<file path="src/sv/window_cooccurrence_pair_generator_core_defines.svh">
// Assertion macros used by the pair generator back end.
`ifndef WINDOW_COOCCURRENCE_PAIR_GENERATOR_CORE_DEFINES_SVH
`define WINDOW_COOCCURRENCE_PAIR_GENERATOR_CORE_DEFINES_SVH

// Same-cycle implication, checked on every clock edge out of reset.
`define WCPG_ASSERT_NOW(label, ante, cons, msg) \
  label: assert property (@(posedge clk) disable iff (rst) (ante) |-> (cons)) \
    else $error(msg);

// Next-cycle implication, checked on every clock edge out of reset.
`define WCPG_ASSERT_NEXT(label, ante, cons, msg) \
  label: assert property (@(posedge clk) disable iff (rst) (ante) |=> (cons)) \
    else $error(msg);

`endif

</file>
<file path="src/sv/wcpg_pkg.sv">
// Shared constants, types and tables of the pair generator.
package wcpg_pkg;

  localparam int MAX_WINDOW = 16;
  localparam int RANK_BITS  = 20;
  localparam int SLOT_BITS  = $clog2(MAX_WINDOW);
  localparam int CNT_BITS   = $clog2(MAX_WINDOW + 1);
  localparam int PROD_BITS  = 2 * (RANK_BITS + 1);
  localparam int LIMIT_BITS = 41;
  localparam int WIN_BITS   = 5;
  localparam int DIST_BITS  = 5;
  localparam int WEIGHT_BITS = 17;
  localparam int QDEPTH     = 2;
  localparam int QPTR_BITS  = $clog2(QDEPTH);
  localparam int QCNT_BITS  = $clog2(QDEPTH + 1);
  localparam int CFG_IDX_BITS = 2;

  // Configuration register indexes
  localparam logic [CFG_IDX_BITS-1:0] CFG_WIN_LEN     = 2'd0;
  localparam logic [CFG_IDX_BITS-1:0] CFG_SYMMETRIC   = 2'd1;
  localparam logic [CFG_IDX_BITS-1:0] CFG_DENSE_LIMIT = 2'd2;

  localparam logic [WIN_BITS-1:0]   WINDOW_RESET = 5'd10;
  localparam logic [LIMIT_BITS-1:0] LIMIT_RESET  = 41'd1048576;

  // One word waiting for the back end
  typedef struct packed {
    logic [RANK_BITS-1:0] rank;
    logic [CNT_BITS-1:0]  pairs;
    logic [SLOT_BITS-1:0] slot;
  } cmd_t;

  // Settings the back end needs
  typedef struct packed {
    logic                  symmetric;
    logic [LIMIT_BITS-1:0] dense_limit;
  } back_cfg_t;

  // floor(65536 / d) for d in 1..16
  function automatic logic [WEIGHT_BITS-1:0] weight_of(input logic [DIST_BITS-1:0] d);
    logic [WEIGHT_BITS-1:0] w;
    w = '0;
    unique case (d)
      5'd1:    w = 17'd65536;
      5'd2:    w = 17'd32768;
      5'd3:    w = 17'd21845;
      5'd4:    w = 17'd16384;
      5'd5:    w = 17'd13107;
      5'd6:    w = 17'd10922;
      5'd7:    w = 17'd9362;
      5'd8:    w = 17'd8192;
      5'd9:    w = 17'd7281;
      5'd10:   w = 17'd6553;
      5'd11:   w = 17'd5957;
      5'd12:   w = 17'd5461;
      5'd13:   w = 17'd5041;
      5'd14:   w = 17'd4681;
      5'd15:   w = 17'd4369;
      5'd16:   w = 17'd4096;
      default: w = '0;
    endcase
    return w;
  endfunction

endpackage

</file>
<file path="src/sv/wcpg_front.sv">
// Front end: accepts words and line ends, tracks line position, queues work.
module wcpg_front (
  input  logic                          clk,
  input  logic                          rst,
  input  logic                          in_valid,
  output logic                          in_ready,
  input  logic                          action,
  input  logic [wcpg_pkg::RANK_BITS-1:0] word_rank,
  input  logic [wcpg_pkg::WIN_BITS-1:0] win_len,
  output logic                          push,
  output wcpg_pkg::cmd_t                push_cmd,
  input  logic                          full
);

  logic [wcpg_pkg::CNT_BITS-1:0]  words;
  logic [wcpg_pkg::SLOT_BITS-1:0] slot;
  logic [wcpg_pkg::CNT_BITS-1:0]  eff_window;
  logic                           take;

  assign in_ready = !full;
  assign take     = in_valid && in_ready;
  assign push     = take && !action;

  // Clamp window to 1..MAX_WINDOW
  always_comb begin
    if (win_len == '0) begin
      eff_window = wcpg_pkg::CNT_BITS'(1);
    end else if (wcpg_pkg::CNT_BITS'(win_len) >
                 wcpg_pkg::CNT_BITS'(wcpg_pkg::MAX_WINDOW)) begin
      eff_window = wcpg_pkg::CNT_BITS'(wcpg_pkg::MAX_WINDOW);
    end else begin
      eff_window = wcpg_pkg::CNT_BITS'(win_len);
    end
  end

  // Pair count is the window cut to the words seen so far in the line
  always_comb begin
    push_cmd.rank  = word_rank;
    push_cmd.pairs = (eff_window > words) ? words : eff_window;
    push_cmd.slot  = slot;
  end

  // Advance line position on a word, clear it on a line end
  always_ff @(posedge clk) begin
    if (rst) begin
      words <= '0;
      slot  <= '0;
    end else if (take) begin
      if (action) begin
        words <= '0;
        slot  <= '0;
      end else begin
        slot <= slot + 1'b1;
        if (words < wcpg_pkg::CNT_BITS'(wcpg_pkg::MAX_WINDOW)) begin
          words <= words + 1'b1;
        end
      end
    end
  end

endmodule

</file>
<file path="src/sv/wcpg_queue.sv">
// Short command queue between front and back ends.
module wcpg_queue (
  input  logic           clk,
  input  logic           rst,
  input  logic           push,
  input  wcpg_pkg::cmd_t push_cmd,
  output logic           full,
  input  logic           pop,
  output wcpg_pkg::cmd_t head,
  output logic           empty
);

  wcpg_pkg::cmd_t                  entries [wcpg_pkg::QDEPTH];
  logic [wcpg_pkg::QPTR_BITS-1:0]  wr_ptr;
  logic [wcpg_pkg::QPTR_BITS-1:0]  rd_ptr;
  logic [wcpg_pkg::QCNT_BITS-1:0]  count;

  assign full  = (count == wcpg_pkg::QCNT_BITS'(wcpg_pkg::QDEPTH));
  assign empty = (count == '0);
  assign head  = entries[rd_ptr];

  // Store entry on a push
  always_ff @(posedge clk) begin
    if (push) begin
      entries[wr_ptr] <= push_cmd;
    end
  end

  // Advance pointers and occupancy
  always_ff @(posedge clk) begin
    if (rst) begin
      wr_ptr <= '0;
      rd_ptr <= '0;
      count  <= '0;
    end else begin
      if (push) wr_ptr <= wr_ptr + 1'b1;
      if (pop)  rd_ptr <= rd_ptr + 1'b1;
      if (push && !pop) begin
        count <= count + 1'b1;
      end else if (pop && !push) begin
        count <= count - 1'b1;
      end
    end
  end

endmodule

</file>
<file path="src/sv/wcpg_back.sv">
// Back end: walks the history ring per word and emits pair records.
`include "window_cooccurrence_pair_generator_core_defines.svh"

module wcpg_back (
  input  logic                             clk,
  input  logic                             rst,
  input  wcpg_pkg::back_cfg_t              cfg,
  input  wcpg_pkg::cmd_t                   head,
  input  logic                             empty,
  output logic                             pop,
  output logic                             out_valid,
  input  logic                             out_ready,
  output logic [wcpg_pkg::RANK_BITS-1:0]   center_word,
  output logic [wcpg_pkg::RANK_BITS-1:0]   context_word,
  output logic [wcpg_pkg::DIST_BITS-1:0]   distance,
  output logic [wcpg_pkg::WEIGHT_BITS-1:0] weight_q16,
  output logic                             dense,
  output logic                             last
);

  // History ring of the current line
  logic [wcpg_pkg::RANK_BITS-1:0] ring [wcpg_pkg::MAX_WINDOW];
  logic                           ring_we;
  logic [wcpg_pkg::SLOT_BITS-1:0] ring_waddr;
  logic [wcpg_pkg::RANK_BITS-1:0] ring_wdata;
  logic [wcpg_pkg::SLOT_BITS-1:0] ring_raddr;

  // Issue stage
  logic                           act;
  logic [wcpg_pkg::RANK_BITS-1:0] c_rank;
  logic [wcpg_pkg::SLOT_BITS-1:0] c_slot;
  logic [wcpg_pkg::CNT_BITS-1:0]  c_d;

  // Ring read stage
  logic                           s1_valid;
  logic [wcpg_pkg::RANK_BITS-1:0] s1_center;
  logic [wcpg_pkg::RANK_BITS-1:0] s1_w2;
  logic [wcpg_pkg::DIST_BITS-1:0] s1_d;
  logic                           s1_lastpair;

  // Product stage
  logic                           s2_valid;
  logic [wcpg_pkg::RANK_BITS-1:0] s2_center;
  logic [wcpg_pkg::RANK_BITS-1:0] s2_w2;
  logic [wcpg_pkg::DIST_BITS-1:0] s2_d;
  logic                           s2_lastpair;
  logic [wcpg_pkg::PROD_BITS-1:0] s2_prod;

  // Output stage
  logic twin_todo;
  logic twin_last;
  logic advance;
  logic issue_last;

  assign advance    = !out_valid || (out_ready && !twin_todo);
  assign pop        = !act && !empty;
  assign issue_last = advance && act && (c_d == wcpg_pkg::CNT_BITS'(1));
  assign ring_raddr = c_slot - c_d[wcpg_pkg::SLOT_BITS-1:0];

  // Write a word into the ring once its pairs have all been read, or on load if it has none
  always_comb begin
    if (issue_last) begin
      ring_we    = 1'b1;
      ring_waddr = c_slot;
      ring_wdata = c_rank;
    end else begin
      ring_we    = pop && (head.pairs == '0);
      ring_waddr = head.slot;
      ring_wdata = head.rank;
    end
  end

  always_ff @(posedge clk) begin
    if (ring_we) begin
      ring[ring_waddr] <= ring_wdata;
    end
  end

  // Load a command, then count distance down to one
  always_ff @(posedge clk) begin
    if (rst) begin
      act <= 1'b0;
    end else if (pop) begin
      act <= (head.pairs != '0);
    end else if (issue_last) begin
      act <= 1'b0;
    end
  end

  always_ff @(posedge clk) begin
    if (pop) begin
      c_rank <= head.rank;
      c_slot <= head.slot;
      c_d    <= head.pairs;
    end else if (advance && act) begin
      c_d <= c_d - 1'b1;
    end
  end

  // Advance the read and product stages together
  always_ff @(posedge clk) begin
    if (rst) begin
      s1_valid <= 1'b0;
      s2_valid <= 1'b0;
    end else if (advance) begin
      s1_valid <= act;
      s2_valid <= s1_valid;
    end
  end

  always_ff @(posedge clk) begin
    if (advance) begin
      s1_center   <= c_rank;
      s1_w2       <= ring[ring_raddr];
      s1_d        <= wcpg_pkg::DIST_BITS'(c_d);
      s1_lastpair <= (c_d == wcpg_pkg::CNT_BITS'(1));
      s2_center   <= s1_center;
      s2_w2       <= s1_w2;
      s2_d        <= s1_d;
      s2_lastpair <= s1_lastpair;
      s2_prod     <= wcpg_pkg::PROD_BITS'({1'b0, s1_center} + 1'b1)
                   * wcpg_pkg::PROD_BITS'({1'b0, s1_w2} + 1'b1);
    end
  end

  // Hold the record until transfer, then show its twin if owed
  always_ff @(posedge clk) begin
    if (rst) begin
      out_valid <= 1'b0;
      twin_todo <= 1'b0;
    end else if (advance) begin
      out_valid <= s2_valid;
      twin_todo <= s2_valid && cfg.symmetric;
    end else if (out_ready && twin_todo) begin
      twin_todo <= 1'b0;
    end
  end

  always_ff @(posedge clk) begin
    if (advance) begin
      center_word  <= s2_center;
      context_word <= s2_w2;
      distance     <= s2_d;
      dense        <= (s2_prod <= wcpg_pkg::PROD_BITS'(cfg.dense_limit));
      last         <= s2_lastpair && !cfg.symmetric;
      twin_last    <= s2_lastpair;
    end else if (out_ready && twin_todo) begin
      center_word  <= context_word;
      context_word <= center_word;
      last         <= twin_last;
    end
  end

  assign weight_q16 = wcpg_pkg::weight_of(distance);

  `WCPG_ASSERT_NOW(a_twin_needs_sym, out_valid && twin_todo, cfg.symmetric, "twin owed in one-sided mode")
  `WCPG_ASSERT_NOW(a_dist_range, out_valid, (distance != '0) && (distance <= wcpg_pkg::DIST_BITS'(wcpg_pkg::MAX_WINDOW)), "distance out of range")
  `WCPG_ASSERT_NOW(a_issue_nonzero, act, c_d != '0, "issue with zero distance")
  `WCPG_ASSERT_NEXT(a_twin_swapped, out_valid && out_ready && twin_todo, out_valid && (center_word == $past(context_word)) && (context_word == $past(center_word)), "twin not swapped")

endmodule

</file>
<file path="src/sv/window_cooccurrence_pair_generator_core.sv">
// Path: a word is queued, loaded into the issue stage, then passes the ring read,
// product and output stages. One record per cycle while out_ready holds; when
// symmetric the queue load hides under a twin, one-sided it leaves a gap per word.
// Defaults: window 10, symmetric.
// Reset: line position, queue and pipeline cleared, registers to defaults;
// the history ring is not cleared and is read only after being written.
module window_cooccurrence_pair_generator_core (
  input  logic                                 clk,
  input  logic                                 rst,
  input  logic                                 in_valid,
  output logic                                 in_ready,
  input  logic                                 action,
  input  logic [wcpg_pkg::RANK_BITS-1:0]       word_rank,
  output logic                                 out_valid,
  input  logic                                 out_ready,
  output logic [wcpg_pkg::RANK_BITS-1:0]       center_word,
  output logic [wcpg_pkg::RANK_BITS-1:0]       context_word,
  output logic [wcpg_pkg::DIST_BITS-1:0]       distance,
  output logic [wcpg_pkg::WEIGHT_BITS-1:0]     weight_q16,
  output logic                                 dense,
  output logic                                 last,
  input  logic                                 cfg_valid,
  output logic                                 cfg_ready,
  input  logic [wcpg_pkg::CFG_IDX_BITS-1:0]    cfg_index,
  input  logic [wcpg_pkg::LIMIT_BITS-1:0]      cfg_data
);

  logic [wcpg_pkg::WIN_BITS-1:0] win_len;
  wcpg_pkg::back_cfg_t           back_cfg;
  logic                          push;
  wcpg_pkg::cmd_t                push_cmd;
  logic                          full;
  logic                          pop;
  wcpg_pkg::cmd_t                head;
  logic                          empty;

  assign cfg_ready = 1'b1;

  // Take register writes; unknown indexes are dropped
  always_ff @(posedge clk) begin
    if (rst) begin
      win_len               <= wcpg_pkg::WINDOW_RESET;
      back_cfg.symmetric    <= 1'b1;
      back_cfg.dense_limit  <= wcpg_pkg::LIMIT_RESET;
    end else if (cfg_valid && cfg_ready) begin
      unique case (cfg_index)
        wcpg_pkg::CFG_WIN_LEN:     win_len <= cfg_data[wcpg_pkg::WIN_BITS-1:0];
        wcpg_pkg::CFG_SYMMETRIC:   back_cfg.symmetric <= cfg_data[0];
        wcpg_pkg::CFG_DENSE_LIMIT: back_cfg.dense_limit <= cfg_data;
        default: ;
      endcase
    end
  end

  wcpg_front u_front (
    .clk         (clk),
    .rst         (rst),
    .in_valid    (in_valid),
    .in_ready    (in_ready),
    .action      (action),
    .word_rank   (word_rank),
    .win_len     (win_len),
    .push        (push),
    .push_cmd    (push_cmd),
    .full        (full)
  );

  wcpg_queue u_queue (
    .clk      (clk),
    .rst      (rst),
    .push     (push),
    .push_cmd (push_cmd),
    .full     (full),
    .pop      (pop),
    .head     (head),
    .empty    (empty)
  );

  wcpg_back u_back (
    .clk          (clk),
    .rst          (rst),
    .cfg          (back_cfg),
    .head         (head),
    .empty        (empty),
    .pop          (pop),
    .out_valid    (out_valid),
    .out_ready    (out_ready),
    .center_word  (center_word),
    .context_word (context_word),
    .distance     (distance),
    .weight_q16   (weight_q16),
    .dense        (dense),
    .last         (last)
  );

endmodule

</file>
<file path="config.mk">
export PLATFORM = sky130hd
export DESIGN_NAME = window_cooccurrence_pair_generator_core
export DESIGN_NICKNAME = d
export VERILOG_FILES = /design/src/sv/wcpg_pkg.sv /design/src/sv/wcpg_front.sv /design/src/sv/wcpg_queue.sv /design/src/sv/wcpg_back.sv /design/src/sv/window_cooccurrence_pair_generator_core.sv
export VERILOG_INCLUDE_DIRS = /design/src /design/src/sv
export SDC_FILE = /design/constraint.sdc
export NUM_CORES = 2
export LEC_CHECK = 0
export BUFFER_PORTS_ARGS = -buffer_cell sky130_fd_sc_hd__buf_2
export CAP_MARGIN = 0
export CORE_ASPECT_RATIO = 0.6
export CORE_UTILIZATION = 55
export DETAILED_ROUTE_END_ITERATION = 6
export HOLD_SLACK_MARGIN = 0.02
export PLACE_DENSITY = 0.81
export SYNTH_ARGS = -nofsm -noshare
export SYNTH_HDL_FRONTEND = slang
export SYNTH_SLANG_ARGS = --single-unit
</file>
<file path="constraint.sdc">
create_clock -name clk -period 7 [get_ports clk]
set_input_delay 0.35 -clock clk [delete_from_list [all_inputs] [get_ports clk]]
set_output_delay 0.35 -clock clk [all_outputs]
set_load 0.05 [all_outputs]
</file>
* Word-level counts from Yosys, hierarchy flattened
Memory sizes are Yosys's and may differ from the RTL's. A register that Yosys moved wholly into a read port is not among the register bits.
Cells that the tools add are included.
** Operators by class
- Equal/unequal tests :: 4
- $mul :: 1
- Add/subtract/negate cells :: 10
- Multiplexer cells :: 30
- Reductions and logical operators :: 36
- $lt $le $gt $ge :: 4
** Operators by type and width (number)
- two-way mux 20 bit :: 5
- adder 20 x 1 -> 21 bit (second input constant) :: 2
- less-or-equal comparator 42 x 41 -> 1 bit :: 1
- multiplier 42 x 42 -> 42 bit :: 1
- two-way mux 5 bit :: 8
- two-way mux 1 bit :: 13
- logical AND 1 bit :: 12
- zero test 5 bit :: 2
- nonzero test 2 bit :: 5
- zero test 1 bit :: 9
- two-way mux 4 bit :: 2
- AND reduction 2 bit :: 4
- adder 5 x 1 -> 5 bit (second input constant) :: 1
- equality test 5 x 1 -> 1 bit (second input constant) :: 1
- greater-than comparator 5 bit :: 1
- greater-than comparator 5 bit (second input constant) :: 1
- < comparator 5 bit (second input constant) :: 1
- nonzero test 5 bit :: 1
- subtractor 5 x 1 -> 5 bit (second input constant) :: 1
- adder 4 x 1 -> 4 bit (second input constant) :: 1
- equality test 2 bit (second input constant) :: 2
- zero test 2 bit :: 2
- two-way mux 2 bit :: 2
- subtractor 4 bit :: 1
- 5 further kinds :: 6
** Storage, ports and cells
- Register bits :: 256
- Output and inout port bits :: 67
- Bits of input ports :: 69
- ROM bits :: 544
- Bits in writable memories :: 378
- Word-level logic and storage cells :: 118
- Memories kept :: 3
** Memory list
- (name not given) :: words 32, bits a word 17, rd ports 1, clocked after Yosys merged registers in 1, wr ports 0, RTL line wcpg_pkg.sv:43 : unique case (d)
- u_back.ring :: words 16, bits a word 20, rd ports 1, clocked after Yosys merged registers in 1, wr ports 1, RTL line wcpg_back.sv:22 : logic [wcpg_pkg::RANK_BITS-1:0] ring [wcpg_pkg::MAX_WINDOW];
- u_queue.entries :: words 2, bits a word 29, rd ports 1, clocked after Yosys merged registers in 1, wr ports 1, RTL line wcpg_queue.sv:13 : wcpg_pkg::cmd_t entries [wcpg_pkg::QDEPTH];

* Depth between registers and ports, before layout
- Depth in word-level cells :: 8
- Depth in mapped cells :: 31
- Depth with buffers taken out :: 30

* Modules after synthesis
A second synthesis with hierarchy kept.
** Unflattened totals
- Cells, all modules :: 3386
- Area, all modules :: 41902.7 µm²
** Modules (own cells, without submodules)
- wcpg_back :: cells an instance 2974, times used 1, seq. area each 16385.7 µm², area an instance 36729.0 µm²
- wcpg_queue :: cells an instance 112, times used 1, seq. area each 1841.8 µm², area an instance 2297.2 µm²
- window_cooccurrence_pair_generator_core :: cells an instance 206, times used 1, seq. area each 940.9 µm², area an instance 2105.8 µm²
- wcpg_front :: cells an instance 94, times used 1, seq. area each 180.2 µm², area an instance 770.7 µm²

* Worst setup path after synthesis
Ideal clock, no wire load.
- Kind :: register -> register
- Start point :: register u_back.s1_w2[0] (netlist name) (read register of u_back.ring)
- End point :: register u_back.s2_prod[40] (netlist name) (data pin)
- Data arrival time :: 7.356 ns
- Library setup time :: 0.258 ns
- Clock period less this slack :: 7.614 ns
- Path slack :: -0.614 ns
- Stages on the path, launching flop included :: 30
- Path buffers :: 1
- Required time :: 6.742 ns
- Cell sequence :: edfxtp_1 > ha_1 > nand2_1 > nor2_1 > and2_2 > nand2_1 > nor2_1 > xor2_1 > nand2_1 > fa_1 > inv_1 > fa_1 > inv_1 > fa_1 > inv_1 > fa_1 > fa_1 > fa_1 > inv_1 > fa_1 > inv_1 > ha_1 > buf_4 > nand4_1 > or3_4 > a211oi_4 > o21ai_2 > a2111oi_2 > nor2_1 > xnor2_1
** On the way
- Cells in the longest elaborated chain, start to end :: 2
** Ends and longest elaborated chain
- start: declaration :: RTL line wcpg_back.sv:37 : logic [wcpg_pkg::RANK_BITS-1:0] s1_w2;
- adder 20 x 1 -> 21 bit :: RTL line wcpg_back.sv:122 : * wcpg_pkg::PROD_BITS'({1'b0, s1_w2} + 1'b1);
- multiplier 42 x 42 -> 42 bit :: RTL line wcpg_back.sv:122
- end signal: assignment :: RTL line wcpg_back.sv:121 : s2_prod <= wcpg_pkg::PROD_BITS'({1'b0, s1_center} + 1'b1)
- end: declaration :: RTL line wcpg_back.sv:47 : logic [wcpg_pkg::PROD_BITS-1:0] s2_prod;
No other way between the ends.
A chain may end at the register's enable or synchronous reset.

* Worst setup path in the final report
- Start point :: register u_back.s1_w2[1] (netlist name) (read register of u_back.ring)
- End point :: register u_back.s2_prod[40] (netlist name) (data pin)
Same word-level chain as after synthesis.

==> metrics.cfg <==
[critical_path]
cpMostUsedCell=fa_1
end_kind=flop
crit_path_end=u_back.s2_prod[40]$_DFFE_PN_
max_stage_delay_ns=0.58
slowest_stage=fa_1
worstSetupPathType=flop to flop
cp.required_ns=7.38
ff2ff_setup_slack_ns=-0.56
critPathArrivalTime_ns=7.94
r2r_start=u_back.s1_w2[1]$_DFFE_PN_
reg2regPathDepth=30
cp-startpoint=u_back.s1_w2[1]$_DFFE_PN_
cp_top_family=adder cells
cp_num_cells=30
start_kind=flop
path_buf_inv=7
crit_fanout=6
r2r-end=u_back.s2_prod[40]$_DFFE_PN_

[sta]
drv_slew=0
fin_ws_ns=-0.555
skew_ns=0.0313
hold_violations=0
fmax_mhz=132
slew_headroom=0.202
min_period_ns=7.56
final-setup-viol-count=19
rsz0062_at_grt=yes
worst_slew_pin_slew_ns=1.19
post-route-period-util=1.08

[logic_synthesis]
synth_top_family_by_area=adder cells
synthXorXnorAreaFrac=0.0262
synth_top_area_share=0.426
syn_avg_cell_area_um2=12.4
synth.most_common_cell=edfxtp_1
synth-simple-area-share=0.0897
netlist_area_um2=41500
synth_warnings=0
ys_seq_area_frac=0.466
ys_seq_elements=672
muxShareOfSynthArea=0.0763
synth_common_cells=589 x edfxtp_1, 472 x inv_1, 359 x fa_1
synthFlopType=edfxtp_1
synthCells=3336
synth_top_area_cell=edfxtp_1
synth_top_cells_by_area=edfxtp_1 43%, fa_1 17%, ha_1 6.4%
synth_edf_count=589
synth_compound_area_frac=0.0466
syn_nets=3977
async_reset_ff_frac=0
synth-adder-area-share=0.237
synthDistinctLibCells=75

[cells_and_area]
final_net_count=4538
syn_to_final_growth_pct=21.9
n_antenna_cell=0
drive_above_1_share=0.283
num-fill-cells=4891
fin_util=0.682
fin_area_um2=50600
finalNonFillerCells=4932

[routing]
post_drt_wl_per_cell_um=24.1
drc=0
drtIter0Drc=3663
drt_wl_total_um=119000
dr.pass1.iters=7
vias_per_cell=5.81
num_vias=28600
antenna_left=0

[floorplan]
dieHeight_um=215
die_area_um2=76600
die_w_um=357
core-area_um2=74200
rows=77
initial_core_util=0.560
ioPinCount=136

[grt]
antenna_found_initial=2
grt_pass1_wl_um=177000
grt_max_degree=73
grt-ovfl-total=0
grt_usage=0.310
grt_pass1_vias=29400

[run_status]
status=finished, violations left
violations=setup timing

[placed_design]
gp_congestion=1.04
placed_area_um2=46000
numPlacedInstances=4688
dp_hpwl_um=84900
portBuffers=134

[cts]
cts_buffers=59
cts_buffer_depth=3
htreeDepth=2
clockRootBuffer=clkbuf_16
tritoncts=yes
clk_latency_ns=0.66
path_clk_slew_ns=0.06
cts.sinks=672

[worst_hold_path]
hp-class=input port to flop
min_path_cells=3

[job]
cap_violations=0

worst min-delay path, cell delays in order:
cell	delay (ns)
buf_2	0.12
nand3b_1	0.12
a21oi_1	0.06
logic make-up after synthesis:
logic type      Yosys count
simple gates            849
flops                   672
buf+inv                 604
fa+ha+maj               572
compound gates          312
mux                     205
xor+xnor                121
other cells               1
worst min path at each step:
stage	startpoint	endpoint	slack, ns
floorplan	u_back.s1_d[0]$_DFFE_PN_	u_back.s2_d[0]$_DFFE_PN_	0.40
global placement	u_back.s1_lastpair$_DFFE_PN_	u_back.s2_lastpair$_DFFE_PN_	0.40
detailed placement	u_back.s1_d[0]$_DFFE_PN_	u_back.s2_d[0]$_DFFE_PN_	0.40
CTS	action	u_front.slot[1]$_SDFFE_PP0P_	0.03
global route	action	u_front.slot[1]$_SDFFE_PP0P_	0.07
finish	action	u_front.slot[1]$_SDFFE_PP0P_	0.07
cell usage in the layout (no fill, tap or decap), types with 28 or more instances in the layout:
cell	count
a21oi_1	135
fa_1	331
dfxtp_1	83
buf_6	41
a21o_1	28
dlygate4sd3_1	59
clkbuf_16	59
nor2_1	252
mux2i_1	32
o21ai_0	30
nor2_2	28
ha_1	180
buf_2	134
edfxtp_1	589
mux4_2	80
nand2_1	318
mux2_2	93
xnor2_1	51
ha_4	30
inv_1	448
nor2b_1	37
buf_4	376
and2_1	33
state kept, by name, summed over array words and instances (netlist names), 2 cells and up, named ones only:
register,flops
u_back.c_d,5
win_len,5
u_back.s2_prod,42
u_queue.count,2
u_back.s1_d,5
u_back.context_word,20
u_back.c_slot,4
u_back.s1_center,20
u_back.s2_w2,20
u_queue.entries,58
u_front.words,5
u_back.ring,320
u_back.distance,5
u_back.s2_d,5
u_back.c_rank,20
u_front.slot,4
u_back.s2_center,20
u_back.weight_q16,17
u_back.s1_w2,20
back_cfg,42
u_back.center_word,20
layer usage:
metal  part of all wire  GRT usage  wire (µm)
met1               0.41      0.445      48100
met4              0.030     0.0866       3530
met3               0.13      0.103      15800
met2               0.43      0.454      51200
met5            0.00011          0         13
metrics by stage:
| step | setup WS (ns) | setup TNS [ns] | hold WS (ns) |
|---|---|---|---|
| after floorplan | -0.285 | -1.53 | 0.400 |
| after global placement | -0.710 | -10.55 | 0.404 |
| after detailed placement | -0.828 | -12.95 | 0.405 |
| after CTS | -0.364 | -2.92 | 0.0308 |
| after global routing | -0.753 | -10.25 | 0.0665 |
| final | -0.555 | -6.42 | 0.0690 |
final cells by class:
class	instances	area (µm²)	share of cell area
clock buffer	69	1530	0.0303
clock inverter	40	335	0.00663
inverter	473	1780	0.0352
multi-input combinational	2060	21400	0.423
sequential	672	19300	0.382
tap	987	1230	0.0244
timing repair buffer	631	4960	0.0981
repair_timing:
| item | in CTS | in global routing |
|---|---|---|
| setup endpoints to repair | 25 | 27 |
| hold buffers | 59 | 0 |
| pin swaps | 86 | 47 |
| endpoints found under the hold margin | 83 | 0 |
| gates cloned | 1 | 0 |
| resized for setup | 206 | 113 |
| buffers inserted | 61 | 20 |
Power is not shown: default switching activity piles up to over one toggle a cycle in this logic, so the estimate is an artifact.
